## src/hw/rtl/rc4kg_pkg.sv

```systemverilog
// Shared types, codes and the control program of the RC4 keystream generator.
package rc4kg_pkg;

  typedef enum logic [1:0] {
    OP_LOAD  = 2'd0,
    OP_SCHED = 2'd1,
    OP_GEN   = 2'd2,
    OP_NONE  = 2'd3
  } opcode_e;

  typedef enum logic [1:0] {
    CFG_WORD_BITS  = 2'd0,
    CFG_KEY_LENGTH = 2'd1
  } cfg_reg_e;

  typedef struct packed {
    logic [1:0] opcode;
    logic [7:0] key_word;
    logic [7:0] key_index;
  } in_item_t;

  typedef struct packed {
    logic [7:0] keystream_word;
  } out_item_t;

  typedef struct packed {
    logic [1:0] addr;
    logic [8:0] data;
  } cfg_item_t;

  // Permutation read address source
  typedef enum logic [2:0] {
    RD_NONE   = 3'd0,
    RD_I      = 3'd1,
    RD_I_INC  = 3'd2,
    RD_J_NEXT = 3'd3,
    RD_T      = 3'd4
  } rd_sel_e;

  // Permutation write address/data source
  typedef enum logic [1:0] {
    WR_NONE = 2'd0,
    WR_FILL = 2'd1,
    WR_I_RD = 2'd2,
    WR_J_SA = 2'd3
  } wr_sel_e;

  // Next-step selection
  typedef enum logic [2:0] {
    SQ_NEXT     = 3'd0,
    SQ_FETCH    = 3'd1,
    SQ_LOOP     = 3'd2,
    SQ_EMIT     = 3'd3,
    SQ_DISPATCH = 3'd4
  } seq_e;

  typedef logic [3:0] upc_t;

  localparam upc_t UPC_FETCH = 4'd0;
  localparam upc_t UPC_LOAD  = 4'd1;
  localparam upc_t UPC_FILL  = 4'd2;
  localparam upc_t UPC_K0    = 4'd3;
  localparam upc_t UPC_K1    = 4'd4;
  localparam upc_t UPC_K2    = 4'd5;
  localparam upc_t UPC_K3    = 4'd6;
  localparam upc_t UPC_FIN   = 4'd7;
  localparam upc_t UPC_G0    = 4'd8;
  localparam upc_t UPC_G1    = 4'd9;
  localparam upc_t UPC_G2    = 4'd10;
  localparam upc_t UPC_G3    = 4'd11;
  localparam upc_t UPC_G4    = 4'd12;

  typedef struct packed {
    rd_sel_e rd_sel;
    wr_sel_e wr_sel;
    logic    add_key;
    logic    key_rd;
    logic    key_wr;
    logic    inc_i;
    logic    inc_k;
    logic    load_j;
    logic    load_sa;
    logic    load_sb;
    logic    emit;
    logic    finish;
    seq_e    seq;
    upc_t    target;
  } ctrl_t;

  typedef struct packed {
    logic loop_last;
    logic out_full;
    logic scheduled;
  } status_t;

  localparam ctrl_t CTRL_NOP = '{
    rd_sel:  RD_NONE,
    wr_sel:  WR_NONE,
    add_key: 1'b0,
    key_rd:  1'b0,
    key_wr:  1'b0,
    inc_i:   1'b0,
    inc_k:   1'b0,
    load_j:  1'b0,
    load_sa: 1'b0,
    load_sb: 1'b0,
    emit:    1'b0,
    finish:  1'b0,
    seq:     SQ_FETCH,
    target:  UPC_FETCH
  };

  // Control store
  function automatic ctrl_t ucode_rom(input upc_t upc);
    ctrl_t c;
    c = CTRL_NOP;
    case (upc)
      UPC_FETCH: c.seq = SQ_DISPATCH;
      UPC_LOAD: begin
        c.key_wr = 1'b1;
      end
      UPC_FILL: begin
        c.wr_sel = WR_FILL;
        c.inc_i  = 1'b1;
        c.seq    = SQ_LOOP;
        c.target = UPC_FILL;
      end
      UPC_K0: begin
        c.rd_sel = RD_I;
        c.key_rd = 1'b1;
        c.seq    = SQ_NEXT;
      end
      UPC_K1: begin
        c.rd_sel  = RD_J_NEXT;
        c.add_key = 1'b1;
        c.load_j  = 1'b1;
        c.load_sa = 1'b1;
        c.seq     = SQ_NEXT;
      end
      UPC_K2: begin
        c.wr_sel = WR_I_RD;
        c.seq    = SQ_NEXT;
      end
      UPC_K3: begin
        c.wr_sel = WR_J_SA;
        c.inc_i  = 1'b1;
        c.inc_k  = 1'b1;
        c.seq    = SQ_LOOP;
        c.target = UPC_K0;
      end
      UPC_FIN: begin
        c.finish = 1'b1;
      end
      UPC_G0: begin
        c.rd_sel = RD_I_INC;
        c.inc_i  = 1'b1;
        c.seq    = SQ_NEXT;
      end
      UPC_G1: begin
        c.rd_sel  = RD_J_NEXT;
        c.load_j  = 1'b1;
        c.load_sa = 1'b1;
        c.seq     = SQ_NEXT;
      end
      UPC_G2: begin
        c.wr_sel  = WR_I_RD;
        c.load_sb = 1'b1;
        c.seq     = SQ_NEXT;
      end
      UPC_G3: begin
        c.wr_sel = WR_J_SA;
        c.rd_sel = RD_T;
        c.seq    = SQ_NEXT;
      end
      UPC_G4: begin
        c.emit = 1'b1;
        c.seq  = SQ_EMIT;
      end
      default: c = CTRL_NOP;
    endcase
    return c;
  endfunction

endpackage

```

## src/hw/rtl/rc4kg_chan_if.sv

```systemverilog
// Valid/ready channel interface carrying one payload per beat.
interface rc4kg_chan_if #(
  parameter type payload_t = logic
) ();
  logic     valid;
  logic     ready;
  payload_t payload;

  modport source (output valid, output payload, input ready);
  modport sink (input valid, input payload, output ready);
endinterface

```

## src/hw/rtl/rc4kg_ram.sv

```systemverilog
// Generic single-write, single-read RAM with registered read data.
module rc4kg_ram #(
  parameter int WIDTH = 8,
  parameter int DEPTH = 256,
  localparam int AW = (DEPTH > 1) ? $clog2(DEPTH) : 1
) (
  input  logic             clk_i,
  input  logic             we_i,
  input  logic [AW-1:0]    waddr_i,
  input  logic [WIDTH-1:0] wdata_i,
  input  logic             re_i,
  input  logic [AW-1:0]    raddr_i,
  output logic [WIDTH-1:0] rdata_o
);

  logic [WIDTH-1:0] mem_q [DEPTH];
  logic [WIDTH-1:0] rdata_q;

  always_ff @(posedge clk_i) begin
    if (we_i) begin
      mem_q[waddr_i] <= wdata_i;
    end
  end

  // read-during-write to the same address returns the old word
  always_ff @(posedge clk_i) begin
    if (re_i) begin
      rdata_q <= mem_q[raddr_i];
    end
  end

  assign rdata_o = rdata_q;

endmodule

```

## src/hw/rtl/rc4kg_seq.sv

```systemverilog
// Micro-sequencer: step counter, control store lookup and opcode dispatch.
module rc4kg_seq (
  input  logic               clk_i,
  input  logic               rst_ni,
  input  logic               in_valid_i,
  input  logic [1:0]         in_opcode_i,
  input  rc4kg_pkg::status_t status_i,
  output rc4kg_pkg::ctrl_t   ctrl_o,
  output logic               in_ready_o
);
  import rc4kg_pkg::*;

  upc_t  upc_q, upc_d;
  ctrl_t rom_word;

  assign rom_word   = ucode_rom(upc_q);
  assign in_ready_o = (rom_word.seq == SQ_DISPATCH);

  always_comb begin
    ctrl_o = rom_word;
    // hold the emit step while the output register is occupied
    if (rom_word.seq == SQ_EMIT && status_i.out_full) begin
      ctrl_o.emit = 1'b0;
    end
  end

  always_comb begin
    upc_d = upc_q;
    case (rom_word.seq)
      SQ_DISPATCH: begin
        if (in_valid_i) begin
          case (opcode_e'(in_opcode_i))
            OP_LOAD:  upc_d = UPC_LOAD;
            OP_SCHED: upc_d = UPC_FILL;
            OP_GEN:   upc_d = status_i.scheduled ? UPC_G0 : UPC_FETCH;
            default:  upc_d = UPC_FETCH;
          endcase
        end
      end
      SQ_NEXT:  upc_d = upc_q + 4'd1;
      SQ_FETCH: upc_d = UPC_FETCH;
      SQ_LOOP:  upc_d = status_i.loop_last ? upc_q + 4'd1 : rom_word.target;
      SQ_EMIT:  upc_d = status_i.out_full ? upc_q : UPC_FETCH;
      default:  upc_d = UPC_FETCH;
    endcase
  end

  always_ff @(posedge clk_i or negedge rst_ni) begin
    if (!rst_ni) begin
      upc_q <= UPC_FETCH;
    end else begin
      upc_q <= upc_d;
    end
  end

endmodule

```

## src/hw/rtl/rc4kg_dp.sv

```systemverilog
// Datapath: indices, swap registers, permutation and key stores, output register.
module rc4kg_dp #(
  parameter int MAX_WORD_BITS = 8,
  parameter int KEY_DEPTH     = 256
) (
  input  logic                clk_i,
  input  logic                rst_ni,
  input  rc4kg_pkg::ctrl_t    ctrl_i,
  input  logic                accept_i,
  input  rc4kg_pkg::in_item_t item_i,
  input  logic [3:0]          word_bits_i,
  input  logic [8:0]          key_length_i,
  input  logic                out_ready_i,
  output rc4kg_pkg::status_t  status_o,
  output logic                out_valid_o,
  output logic [7:0]          out_word_o
);
  import rc4kg_pkg::*;

  localparam int W   = MAX_WORD_BITS;
  localparam int PD  = 1 << W;
  localparam int KAW = (KEY_DEPTH > 1) ? $clog2(KEY_DEPTH) : 1;
  localparam logic [W-1:0] WONE = W'(1);

  logic [W-1:0]   i_q, j_q, sa_q, sb_q;
  logic [KAW-1:0] k_q;
  logic           sched_q;
  logic [W-1:0]   kw_q;
  logic [7:0]     kidx_q;
  logic           out_valid_q;
  logic [W-1:0]   out_q;
  logic           fwd_hit_q;
  logic [W-1:0]   fwd_data_q;

  logic [3:0]     eff_bits;
  logic [W-1:0]   mask;
  logic [8:0]     eff_klen;
  logic           k_last;

  logic           p_we, p_re;
  logic [W-1:0]   p_waddr, p_wdata, p_raddr, p_rdata, prd;
  logic [W-1:0]   j_next, key_term;
  logic           k_we;
  logic [W-1:0]   k_rdata;

  // word size clamped to 1..MAX_WORD_BITS
  always_comb begin
    if (word_bits_i == 4'd0) begin
      eff_bits = 4'd1;
    end else if (word_bits_i > 4'(W)) begin
      eff_bits = 4'(W);
    end else begin
      eff_bits = word_bits_i;
    end
    for (int n = 0; n < W; n++) begin
      mask[n] = (4'(n) < eff_bits);
    end
  end

  // key length clamped to 1..KEY_DEPTH
  always_comb begin
    if (key_length_i == 9'd0) begin
      eff_klen = 9'd1;
    end else if (key_length_i > 9'(KEY_DEPTH)) begin
      eff_klen = 9'(KEY_DEPTH);
    end else begin
      eff_klen = key_length_i;
    end
  end

  assign k_last = (9'(k_q) == eff_klen - 9'd1);

  // read data with forwarding of a same-cycle write to the read address
  assign prd      = fwd_hit_q ? fwd_data_q : p_rdata;
  assign key_term = ctrl_i.add_key ? (k_rdata & mask) : '0;
  assign j_next   = (j_q + (prd & mask) + key_term) & mask;

  always_comb begin
    p_re    = (ctrl_i.rd_sel != RD_NONE);
    case (ctrl_i.rd_sel)
      RD_I:      p_raddr = i_q;
      RD_I_INC:  p_raddr = (i_q + WONE) & mask;
      RD_J_NEXT: p_raddr = j_next;
      RD_T:      p_raddr = (sa_q + sb_q) & mask;
      default:   p_raddr = i_q;
    endcase
  end

  always_comb begin
    p_we = 1'b1;
    case (ctrl_i.wr_sel)
      WR_FILL: begin
        p_waddr = i_q;
        p_wdata = i_q;
      end
      WR_I_RD: begin
        p_waddr = i_q;
        p_wdata = prd;
      end
      WR_J_SA: begin
        p_waddr = j_q;
        p_wdata = sa_q;
      end
      default: begin
        p_we    = 1'b0;
        p_waddr = i_q;
        p_wdata = prd;
      end
    endcase
  end

  rc4kg_ram #(.WIDTH(W), .DEPTH(PD)) u_perm_ram (
    .clk_i   (clk_i),
    .we_i    (p_we),
    .waddr_i (p_waddr),
    .wdata_i (p_wdata),
    .re_i    (p_re),
    .raddr_i (p_raddr),
    .rdata_o (p_rdata)
  );

  assign k_we = ctrl_i.key_wr && ({1'b0, kidx_q} < 9'(KEY_DEPTH));

  rc4kg_ram #(.WIDTH(W), .DEPTH(KEY_DEPTH)) u_key_ram (
    .clk_i   (clk_i),
    .we_i    (k_we),
    .waddr_i (kidx_q[KAW-1:0]),
    .wdata_i (kw_q),
    .re_i    (ctrl_i.key_rd),
    .raddr_i (k_q),
    .rdata_o (k_rdata)
  );

  always_ff @(posedge clk_i or negedge rst_ni) begin
    if (!rst_ni) begin
      i_q         <= '0;
      j_q         <= '0;
      k_q         <= '0;
      sched_q     <= 1'b0;
      out_valid_q <= 1'b0;
      fwd_hit_q   <= 1'b0;
    end else begin
      if (accept_i && item_i.opcode == OP_SCHED) begin
        i_q <= '0;
        j_q <= '0;
        k_q <= '0;
      end else begin
        if (ctrl_i.inc_i) begin
          i_q <= (i_q + WONE) & mask;
        end
        if (ctrl_i.finish) begin
          j_q <= '0;
        end else if (ctrl_i.load_j) begin
          j_q <= j_next;
        end
        if (ctrl_i.inc_k) begin
          k_q <= k_last ? '0 : k_q + KAW'(1);
        end
      end
      if (ctrl_i.finish) begin
        sched_q <= 1'b1;
      end
      if (p_re) begin
        fwd_hit_q <= p_we && (p_waddr == p_raddr);
      end
      if (ctrl_i.emit) begin
        out_valid_q <= 1'b1;
      end else if (out_ready_i) begin
        out_valid_q <= 1'b0;
      end
    end
  end

  always_ff @(posedge clk_i) begin
    if (accept_i) begin
      kw_q   <= item_i.key_word[W-1:0];
      kidx_q <= item_i.key_index;
    end
    if (p_re) begin
      fwd_data_q <= p_wdata;
    end
    if (ctrl_i.load_sa) begin
      sa_q <= prd;
    end
    if (ctrl_i.load_sb) begin
      sb_q <= prd;
    end
    if (ctrl_i.emit) begin
      out_q <= prd & mask;
    end
  end

  assign status_o.loop_last = (i_q == mask);
  assign status_o.out_full  = out_valid_q;
  assign status_o.scheduled = sched_q;
  assign out_valid_o        = out_valid_q;
  assign out_word_o         = 8'(out_q);

endmodule

```

## src/hw/rtl/rc4_keystream_generator.sv

```systemverilog
// Top level of the generalised RC4 keystream generator.
//
// Channels: in_i takes one command beat (load key word, run key schedule or
// generate); out_o returns one keystream word per generate beat; cfg_i writes
// word_bits (index 0) and key_length (index 1) and is always ready.
// A small micro-sequencer steps through a control store that drives one
// permutation RAM (one write and one registered read a cycle) and a key RAM.
// Steps per beat, counted from acceptance to the next beat accepted:
//   load          one key store write step (LOAD)
//   schedule      a fill sweep over the 2^N entries (N = effective word_bits),
//                 then the swap loop steps K0..K3 for each entry and a finish step
//   generate      steps G0..G4; the last step registers the word into the
//                 output register. The four permutation accesses of the
//                 swap plus the final lookup share the single read port.
//   generate before any schedule, and the unused opcode: no beat out
// The output register holds a finished word while the next command is taken;
// a stalled receiver only holds the sequencer when a second word is ready.
// Reset clears the indices and the scheduled flag and restores word_bits 8
// and key_length 16; the RAM contents are left as they are (no clearing pass).
module rc4_keystream_generator #(
  parameter int MAX_WORD_BITS = 8,
  parameter int KEY_DEPTH     = 256
) (
  input logic          clk_i,
  input logic          rst_ni,
  rc4kg_chan_if.sink   in_i,
  rc4kg_chan_if.source out_o,
  rc4kg_chan_if.sink   cfg_i
);
  import rc4kg_pkg::*;

  logic [3:0] word_bits_q;
  logic [8:0] key_length_q;
  ctrl_t      ctrl;
  status_t    status;
  logic       in_accept;
  in_item_t   in_item;
  logic [7:0] out_word;

  // configuration registers; writes are to be made only while the block is idle (not enforced here)
  assign cfg_i.ready = 1'b1;

  always_ff @(posedge clk_i or negedge rst_ni) begin
    if (!rst_ni) begin
      word_bits_q  <= 4'd8;
      key_length_q <= 9'd16;
    end else if (cfg_i.valid) begin
      case (cfg_reg_e'(cfg_i.payload.addr))
        CFG_WORD_BITS:  word_bits_q  <= cfg_i.payload.data[3:0];
        CFG_KEY_LENGTH: key_length_q <= cfg_i.payload.data;
        default: ;
      endcase
    end
  end

  assign in_item.opcode    = in_i.payload.opcode;
  assign in_item.key_word  = in_i.payload.key_word;
  assign in_item.key_index = in_i.payload.key_index;
  assign in_accept         = in_i.valid && in_i.ready;

  rc4kg_seq u_seq (
    .clk_i       (clk_i),
    .rst_ni      (rst_ni),
    .in_valid_i  (in_i.valid),
    .in_opcode_i (in_i.payload.opcode),
    .status_i    (status),
    .ctrl_o      (ctrl),
    .in_ready_o  (in_i.ready)
  );

  rc4kg_dp #(
    .MAX_WORD_BITS (MAX_WORD_BITS),
    .KEY_DEPTH     (KEY_DEPTH)
  ) u_dp (
    .clk_i        (clk_i),
    .rst_ni       (rst_ni),
    .ctrl_i       (ctrl),
    .accept_i     (in_accept),
    .item_i       (in_item),
    .word_bits_i  (word_bits_q),
    .key_length_i (key_length_q),
    .out_ready_i  (out_o.ready),
    .status_o     (status),
    .out_valid_o  (out_o.valid),
    .out_word_o   (out_word)
  );

  assign out_o.payload.keystream_word = out_word;

  // a word is never written over one still waiting at the output
  a_no_overwrite: assert property (@(posedge clk_i) disable iff (!rst_ni)
    ctrl.emit |-> !status.out_full)
    else $error("keystream word emitted while output register full");

  // generate before scheduling is dropped and the sequencer is free again
  a_gen_unscheduled: assert property (@(posedge clk_i) disable iff (!rst_ni)
    (in_accept && in_i.payload.opcode == OP_GEN && !status.scheduled)
      |=> in_i.ready)
    else $error("unscheduled generate did not return to fetch");

  // an output beat only appears after an emit step
  a_out_from_emit: assert property (@(posedge clk_i) disable iff (!rst_ni)
    $rose(out_o.valid) |-> $past(ctrl.emit))
    else $error("output valid without emit step");

endmodule

```

## src/flat_wrapper.sv

```systemverilog
// flat-port wrapper written by rule: the top's interface ports become plain ports
module rc4_keystream_generator_flat import rc4kg_pkg::*;
#(
  parameter int MAX_WORD_BITS = 8,
  parameter int KEY_DEPTH     = 256
)
  (clk_i, rst_ni, in_i_valid, in_i_payload, in_i_ready, out_o_valid, out_o_payload, out_o_ready, cfg_i_valid, cfg_i_payload, cfg_i_ready);
  rc4kg_chan_if #(.payload_t(in_item_t)) in_i_i ();
  rc4kg_chan_if #(.payload_t(out_item_t)) out_o_i ();
  rc4kg_chan_if #(.payload_t(cfg_item_t)) cfg_i_i ();
  input logic clk_i;
  input logic rst_ni;
  input wire logic [$bits(in_i_i.valid)-1:0] in_i_valid;
  input wire logic [$bits(in_i_i.payload)-1:0] in_i_payload;
  output wire logic [$bits(in_i_i.ready)-1:0] in_i_ready;
  output wire logic [$bits(out_o_i.valid)-1:0] out_o_valid;
  output wire logic [$bits(out_o_i.payload)-1:0] out_o_payload;
  input wire logic [$bits(out_o_i.ready)-1:0] out_o_ready;
  input wire logic [$bits(cfg_i_i.valid)-1:0] cfg_i_valid;
  input wire logic [$bits(cfg_i_i.payload)-1:0] cfg_i_payload;
  output wire logic [$bits(cfg_i_i.ready)-1:0] cfg_i_ready;
  assign in_i_i.valid = in_i_valid;
  assign in_i_i.payload = in_i_payload;
  assign in_i_ready = in_i_i.ready;
  assign out_o_valid = out_o_i.valid;
  assign out_o_payload = out_o_i.payload;
  assign out_o_i.ready = out_o_ready;
  assign cfg_i_i.valid = cfg_i_valid;
  assign cfg_i_i.payload = cfg_i_payload;
  assign cfg_i_ready = cfg_i_i.ready;
  rc4_keystream_generator #(.MAX_WORD_BITS(MAX_WORD_BITS), .KEY_DEPTH(KEY_DEPTH)) u_core (.clk_i(clk_i), .rst_ni(rst_ni), .in_i(in_i_i), .out_o(out_o_i), .cfg_i(cfg_i_i));
endmodule
```

## config.mk

```make
export PLATFORM = sky130hd
export DESIGN_NAME = rc4_keystream_generator_flat
export DESIGN_NICKNAME = d
export VERILOG_FILES = /design/src/hw/rtl/rc4kg_pkg.sv /design/src/hw/rtl/rc4kg_chan_if.sv /design/src/hw/rtl/rc4kg_ram.sv /design/src/hw/rtl/rc4kg_seq.sv /design/src/hw/rtl/rc4kg_dp.sv /design/src/hw/rtl/rc4_keystream_generator.sv /design/src/flat_wrapper.sv
export SDC_FILE = /design/constraint.sdc
export NUM_CORES = 2
export LEC_CHECK = 0
export BUFFER_PORTS_ARGS = -buffer_cell sky130_fd_sc_hd__buf_2
export CAP_MARGIN = 20
export CORE_MARGIN = 2
export CORE_UTILIZATION = 40
export CTS_CLUSTER_SIZE = 16
export DETAILED_ROUTE_END_ITERATION = 8
export PLACE_DENSITY = 0.58
export SLEW_MARGIN = 20
export SYNTH_ARGS = -nofsm -noshare
export SYNTH_HDL_FRONTEND = slang
export SYNTH_SLANG_ARGS = --single-unit
```

## constraint.sdc

```tcl
create_clock -name clk_i -period 14.7 [get_ports clk_i]
set_input_delay 2.205 -clock clk_i [delete_from_list [all_inputs] [get_ports clk_i]]
set_output_delay 2.205 -clock clk_i [all_outputs]
set_load 0.05 [all_outputs]
```

; ---- Word-level counts from Yosys, hierarchy flattened
; Memories as Yosys holds them, arrays and structs flattened. A register that Yosys moved wholly into a read port is not among the register bits.
; Cells that the tools add are included.
[op_classes]
addsub = 7
mux = 44
n_reduce_logical = 25
eq_ne = 29
magnitude_cmp = 10
bitwise_logic = 5
[ops]
columns = cell, count
row1 = 2-to-1 mux 8 bit, 11
row2 = bitwise AND 8 bit, 5
row3 = adder 8 bit, 3
row4 = 2-to-1 mux 4 bit, 6
row5 = case mux 3 bit (4 select lines), 2
row6 = case mux 8 bit (3 select lines), 1
row7 = "equality test 4 bit, second input constant", 5
row8 = 2-to-1 mux 9 bit, 2
row9 = "adder 8 x 1 -> 8 bit, second input constant", 2
row10 = "equality test 4 x 3 -> 1 bit, second input constant", 4
row11 = equality test 8 bit, 2
row12 = "< comparator 3 x 4 -> 1 bit, first input constant", 4
row13 = 2-to-1 mux 1 bit, 16
row14 = case mux 4 bit (4 select lines), 1
row15 = case mux 8 bit (2 select lines), 1
row16 = "equality test 3 x 2 -> 1 bit, second input constant", 4
row17 = case mux 4 bit (3 select lines), 1
row18 = equality test 8 x 9 -> 1 bit, 1
row19 = "> comparator 9 bit, second input constant", 1
row20 = logical NOT 9 bit, 1
row21 = "subtractor 9 x 1 -> 9 bit, second input constant", 1
row22 = "equality test 4 x 2 -> 1 bit, second input constant", 2
row23 = logical NOT 4 bit, 2
row24 = "< comparator 1 x 4 -> 1 bit, first input constant", 2
row25 = 20 further kinds, 40
[word_totals]
in_bits = 34
ff_bits = 92
memories = 2
elab_cells = 137
mem_bits_rw = 4096
[mem_list]
columns = name, depth, word_bits, rd, rd_clocked_by_memory_dff, wr, line_no
row1 = u_core.u_dp.u_key_ram.mem_q, 256, 8, 1, 1, 1, rc4kg_ram.sv:16  ; logic [WIDTH-1:0] mem_q [DEPTH];
row2 = u_core.u_dp.u_perm_ram.mem_q, 256, 8, 1, 1, 1, rc4kg_ram.sv:16

; ---- Longest topological paths before layout
[logic_depth]
ltp_word = 11
depth_mapped = 24
depth_no_buf = 19

; ---- Hierarchy
; From an unflattened synthesis, not the netlist that was laid out.
[unflattened]
hier_cells = 8093
area_unflattened_um2 = 165490.0
[modules_own_cells]
columns = mod, area_per_inst_um2, instances, cells_each, seq_area_each_um2
row1 = rc4kg_ram, 79636.4, 2, 3733, 61739.2
row2 = rc4kg_dp, 5051.1, 1, 509, 2117.0
row3 = rc4kg_seq, 635.6, 1, 87, 100.1
row4 = rc4_keystream_generator, 530.5, 1, 31, 327.8

; ---- Worst setup path after synthesis
; Ideal clock, no wire load.
[synth_path]
kind = register to register
startpoint = register u_core.u_seq.upc_q[0]
endpoint = register u_core.u_dp.fwd_data_q[0] (data pin)
setup_time_ns = 2.197
period_less_slack_ns = 13.386
path_buffers = 1
arrival_time_ns = 11.190
path_slack_ns = 1.314
stages_incl_launch_ff = 7
required_time_ns = 12.503
path_cell_list = dfrtp_1 inv_1 ha_1 clkbuf_1 nor2b_1 a21o_1 o21ai_0
[synth_via]
elab_chain_len = 5
[synth_rtl]
columns = item, line_no
row1 = "start, declared", rc4kg_seq.sv:13  ; upc_t upc_q, upc_d;
row2 = "start signal, assigned", rc4kg_seq.sv:52  ; upc_q <= upc_d;
row3 = equality test 4 bit or equality test 4 x 3 -> 1 bit (tied branches), rc4kg_pkg.sv:117  ; case (upc)
row4 = OR reduction 2 bit (no line), --
row5 = case mux 2 bit (3 select lines) *, rc4kg_pkg.sv:117
row6 = equality test 2 bit or equality test 2 x 1 -> 1 bit (tied branches), rc4kg_dp.sv:91  ; case (ctrl_i.wr_sel)
row7 = case mux 8 bit (2 select lines) *, rc4kg_dp.sv:91
row8 = named net u_core.u_dp.p_wdata[0], rc4kg_dp.sv:41  ; logic [W-1:0] p_waddr, p_wdata, p_raddr, p_rdata, prd;
row9 = "end signal, assigned", rc4kg_dp.sv:180  ; fwd_data_q <= p_wdata;
row10 = "end, declared", rc4kg_dp.sv:33  ; logic [W-1:0] fwd_data_q;
; Mark *: on every way through the listed nets, which the timed path passes. The rest lies on a longest branch.
; A chain may end at the register's enable or synchronous reset.

; ---- Worst setup path in the final report
[layout_path]
startpoint = register u_core.u_seq.upc_q[0]
endpoint = register u_core.u_dp.u_perm_ram.rdata_q[7], in the netlist u_core.u_dp.u_perm_ram.rdata_o[7], read port of u_core.u_dp.u_perm_ram.mem_q (data pin)
[layout_via]
elab_chain_len = 6
[layout_rtl]
columns = item, line_no
row1 = equality test 4 x 3 -> 1 bit, rc4kg_pkg.sv:117
row2 = 2-to-1 mux 1 bit, rc4kg_pkg.sv:117
row3 = 2-to-1 mux 8 bit, rc4kg_dp.sv:75  ; assign key_term = ctrl_i.add_key ? (k_rdata & mask) : '0;
row4 = adder 8 bit, rc4kg_dp.sv:76  ; assign j_next = (j_q + (prd & mask) + key_term) & mask;
row5 = bitwise AND 8 bit, rc4kg_dp.sv:76
row6 = case mux 8 bit (3 select lines), rc4kg_dp.sv:80  ; case (ctrl_i.rd_sel)
row7 = "end, declared", rc4kg_ram.sv:17  ; logic [WIDTH-1:0] rdata_q;
; Parallel ways exist; a longest one is shown, timed or not.

==> impl_metrics.tcl <==
set metrics [dict create \
    peakVddDrop_mv 0.165 \
    htreeDepth 5 \
    finalHoldViolCount 0 \
    syn_inst 10578 \
    rows 237 \
    path_max_fanout 163 \
    drc 0 \
    ys_warn_count 0 \
    routedWlPerCell_um 28.4 \
    antenna_found_initial 17 \
    initial_core_util_pct 40.2 \
    hpwl_mm 268 \
    port_buffers 43 \
    synth-seq-cells 4204 \
    whs_path_depth 1 \
    drive_gt1_share_pct 11.5 \
    setup_viol_count_final 0 \
    p_per_area_nw_per_um2 174 \
    first_pass_iters 6 \
    ant_nets 0 \
    synth.area.top_cells "edfxtp_1, mux4_2, nand2_1" \
    setup_tns_ns 0 \
    outcome "finished clean" \
    numCtsBuffers 410 \
    drt-vias-per-instance 5.90 \
    p_leak_nw 57.0 \
    cap_violations 0 \
    post-route-min-period_ns 9.04 \
    rsz0062_at_grt "no" \
    routed_wl_mm 464 \
    nNetsFinal 10541 \
    r2r_cells 19 \
    clock_skew_ns 0.0454 \
    post_cts_resize_count 0 \
    synthArstFlopShare_pct 1.05 \
    min_to "u_core.u_dp.sched_q" \
    first_global_vias 93775 \
    hold_class "flop to flop" \
    path_cells "inv_1, ha_1, and3b_1, nand3_1, fa_1, inv_1, ha_1, o21ai_2, a31o_4, buf_4, and2_4, buf_4, buf_12, nand2_1, a31oi_1, o22ai_1, nor4_1, or4_1, and4_1" \
    grt_max_degree 204 \
    overflow 0 \
    crit_arrival_ns 9.89 \
    yosys.cell_count.top_type "edfxtp_1" \
    worst_skew_pair.late_latency_ns 0.98 \
    n_fill_cell 35877 \
    postCtsSetupRepairBufs 0 \
    core_um2 417000 \
    die_width_um 652 \
    startpoint_type "flop" \
    cts.sinks 4204 \
    die_area_um2 425000 \
    clkTransAtPathRegs_ns 0.07 \
    dpl_worst_slack_ns 5.80 \
    cts_hold_buf 0 \
    worstMarginPinSlew_ns 1.19 \
    regToRegStartpoint "u_core.u_seq.upc_q[0]" \
    synth_cell_type_count 90 \
    finalCritPeriodShare_pct 61.5 \
    relSlewSlack_pct 20.7 \
    end_kind "flop" \
    cts_buffer_depth 4 \
    globalplace.congestion 0.880 \
    synth_area_um2 168000 \
    crit_path_top_delay_cell "nor4_1" \
    syn_avg_cell_area_um2 15.9 \
    synth-seq-area-share_pct 75.1 \
    dieHeight_um 652 \
    yosysTopAreaCell "edfxtp_1" \
    synth_common_cells "edfxtp_1, nand2_1, mux2i_1" \
    slew_viol_final 0 \
    yosysTopAreaCellShare_pct 74.4 \
    synth_edf_count 4160 \
    grt_usage_pct 21.2 \
    ios 45 \
    vias 96336 \
    fin_ws_ns 5.66 \
    critical-path-max-stage-delay_ns 0.89 \
    cts_tree "done" \
    cts_root_buffer "clkbuf_16" \
    synth_ff_type "edfxtp_1" \
    grt_first_pass_wirelength_mm 668 \
    timing.fmax_ghz 0.111 \
    required_ns 15.55 \
    area_delta_synth_final_pct 11.6 \
    drt-initial-drc-count 11408 \
    worstHoldStart "u_core.u_dp.sched_q" \
    r2r_slack_ns 5.66 \
    r2r-end "u_core.u_dp.u_perm_ram.rdata_o[7]" \
    criticalPathCategory "flop to flop" \
]
logic make-up after synthesis:
logic type,share of synthesized area (%)
AOI/OAI and AO/OA,6.97
xor gates and xnor gates,0.177
adders and majority gates,0.264
buffers and inverters,2.07
DFF,75.1
muxes,7.66
other,0.00223
and+or+nand+nor,7.79
routing by layer:
layer | part of all wire, % | routed length (um) | track usage (%) | vias to the layer above
met4 | 3.5 | 16300 | 7.21 | 6
li1 | - | - | - | 41493
met2 | 48 | 222000 | 34.4 | 4327
met3 | 7.6 | 35400 | 3.07 | 813
met5 | 0.0056 | 26 | 0 | -
met1 | 41 | 191000 | 29.4 | 49697
metrics by stage:
step	total power [mW]	utilization [%]	cells	hold WS, ns	cell area (um^2)
floorplan	19.8	-	10579	0.428	168000
detailed placement	22.0	41.6	15558	0.445	174000
CTS	32.7	44.9	16313	0.465	187000
finish	32.6	44.9	16330	0.463	187000
global placement	21.9	41.6	15556	0.452	174000
global route	33.6	44.9	16318	0.491	187000
state kept, by name (all words and copies together) (netlist names):
name and cells:
u_core.key_length_q 9, u_core.u_dp.fwd_data_q 8, u_core.u_dp.fwd_hit_q 1, u_core.u_dp.i_q 8
u_core.u_dp.j_q 8, u_core.u_dp.k_q 8, u_core.u_dp.kidx_q 8, u_core.u_dp.kw_q 8
u_core.u_dp.out_valid_o 1, u_core.u_dp.out_word_o 8, u_core.u_dp.sa_q 8, u_core.u_dp.sb_q 8
u_core.u_dp.sched_q 1, u_core.u_dp.u_key_ram.mem_q 2048, u_core.u_dp.u_key_ram.rdata_o 8, u_core.u_dp.u_perm_ram.mem_q 2048
u_core.u_dp.u_perm_ram.rdata_o 8, u_core.u_seq.upc_q 4, u_core.word_bits_q 4
layout by cell type (no fill, tap or decap), types with 154 or more instances in the layout:
cell type / n
a211oi_1: 258
a21oi_1: 339
a311oi_1: 173
and3_1: 265
buf_4: 154
clkbuf_16: 419
edfxtp_1: 4160
mux2i_1: 572
mux4_2: 310
nand2_1: 1571
nand3_1: 298
nor2_1: 564
o221ai_1: 244
worst max path at each step:
stage                                from  slack (ns)                                 to  cells after the start
floorplan           u_core.u_seq.upc_q[0]        1.31          u_core.u_dp.fwd_data_q[0]                      6
global placement    u_core.u_seq.upc_q[0]        5.78  u_core.u_dp.u_perm_ram.rdata_o[6]                     18
detailed placement  u_core.u_seq.upc_q[0]        5.80  u_core.u_dp.u_perm_ram.rdata_o[7]                     19
CTS                 u_core.u_seq.upc_q[0]        5.78  u_core.u_dp.u_perm_ram.rdata_o[7]                     19
global route        u_core.u_seq.upc_q[0]        5.28  u_core.u_dp.u_perm_ram.rdata_o[7]                     19
finish              u_core.u_seq.upc_q[0]        5.66  u_core.u_dp.u_perm_ram.rdata_o[7]                     19
cell type report:
| class | instances | area [um^2] | share of cell area [%] |
|---|---|---|---|
| well taps | 5497 | 6880 | 3.67 |
| diodes | 13 | 32.5 | 0.0174 |
| repair buffers | 225 | 1930 | 1.03 |
| clock inverters | 257 | 2830 | 1.51 |
| inverters | 45 | 171 | 0.0915 |
| flip-flops and latches | 4204 | 126000 | 67.3 |
| multi-input cells | 5591 | 38700 | 20.7 |
| clock buffers | 498 | 10800 | 5.77 |
report_power, final:
| part | internal, mW | leakage (nW) | total, mW | switching [mW] |
|---|---|---|---|---|
| sequential | 14.5 | 38.0 | 14.6 | 0.113 |
| combinational | 1.74 | 12.4 | 7.19 | 5.44 |
| clock | 6.19 | 6.65 | 10.8 | 4.56 |
| total | 22.5 | 57.0 | 32.6 | 10.1 |
critical path: cells and delay by family, from the launching register on:
family,cells,cell delay [ns]
adders and majority gates,3,1.34
and+or+nand+nor,7,3.29
AOI/OAI and AO/OA,4,1.29
buffers and inverters,5,2.18
DFF,1,0.42
Power figures use the tool's default switching activity.
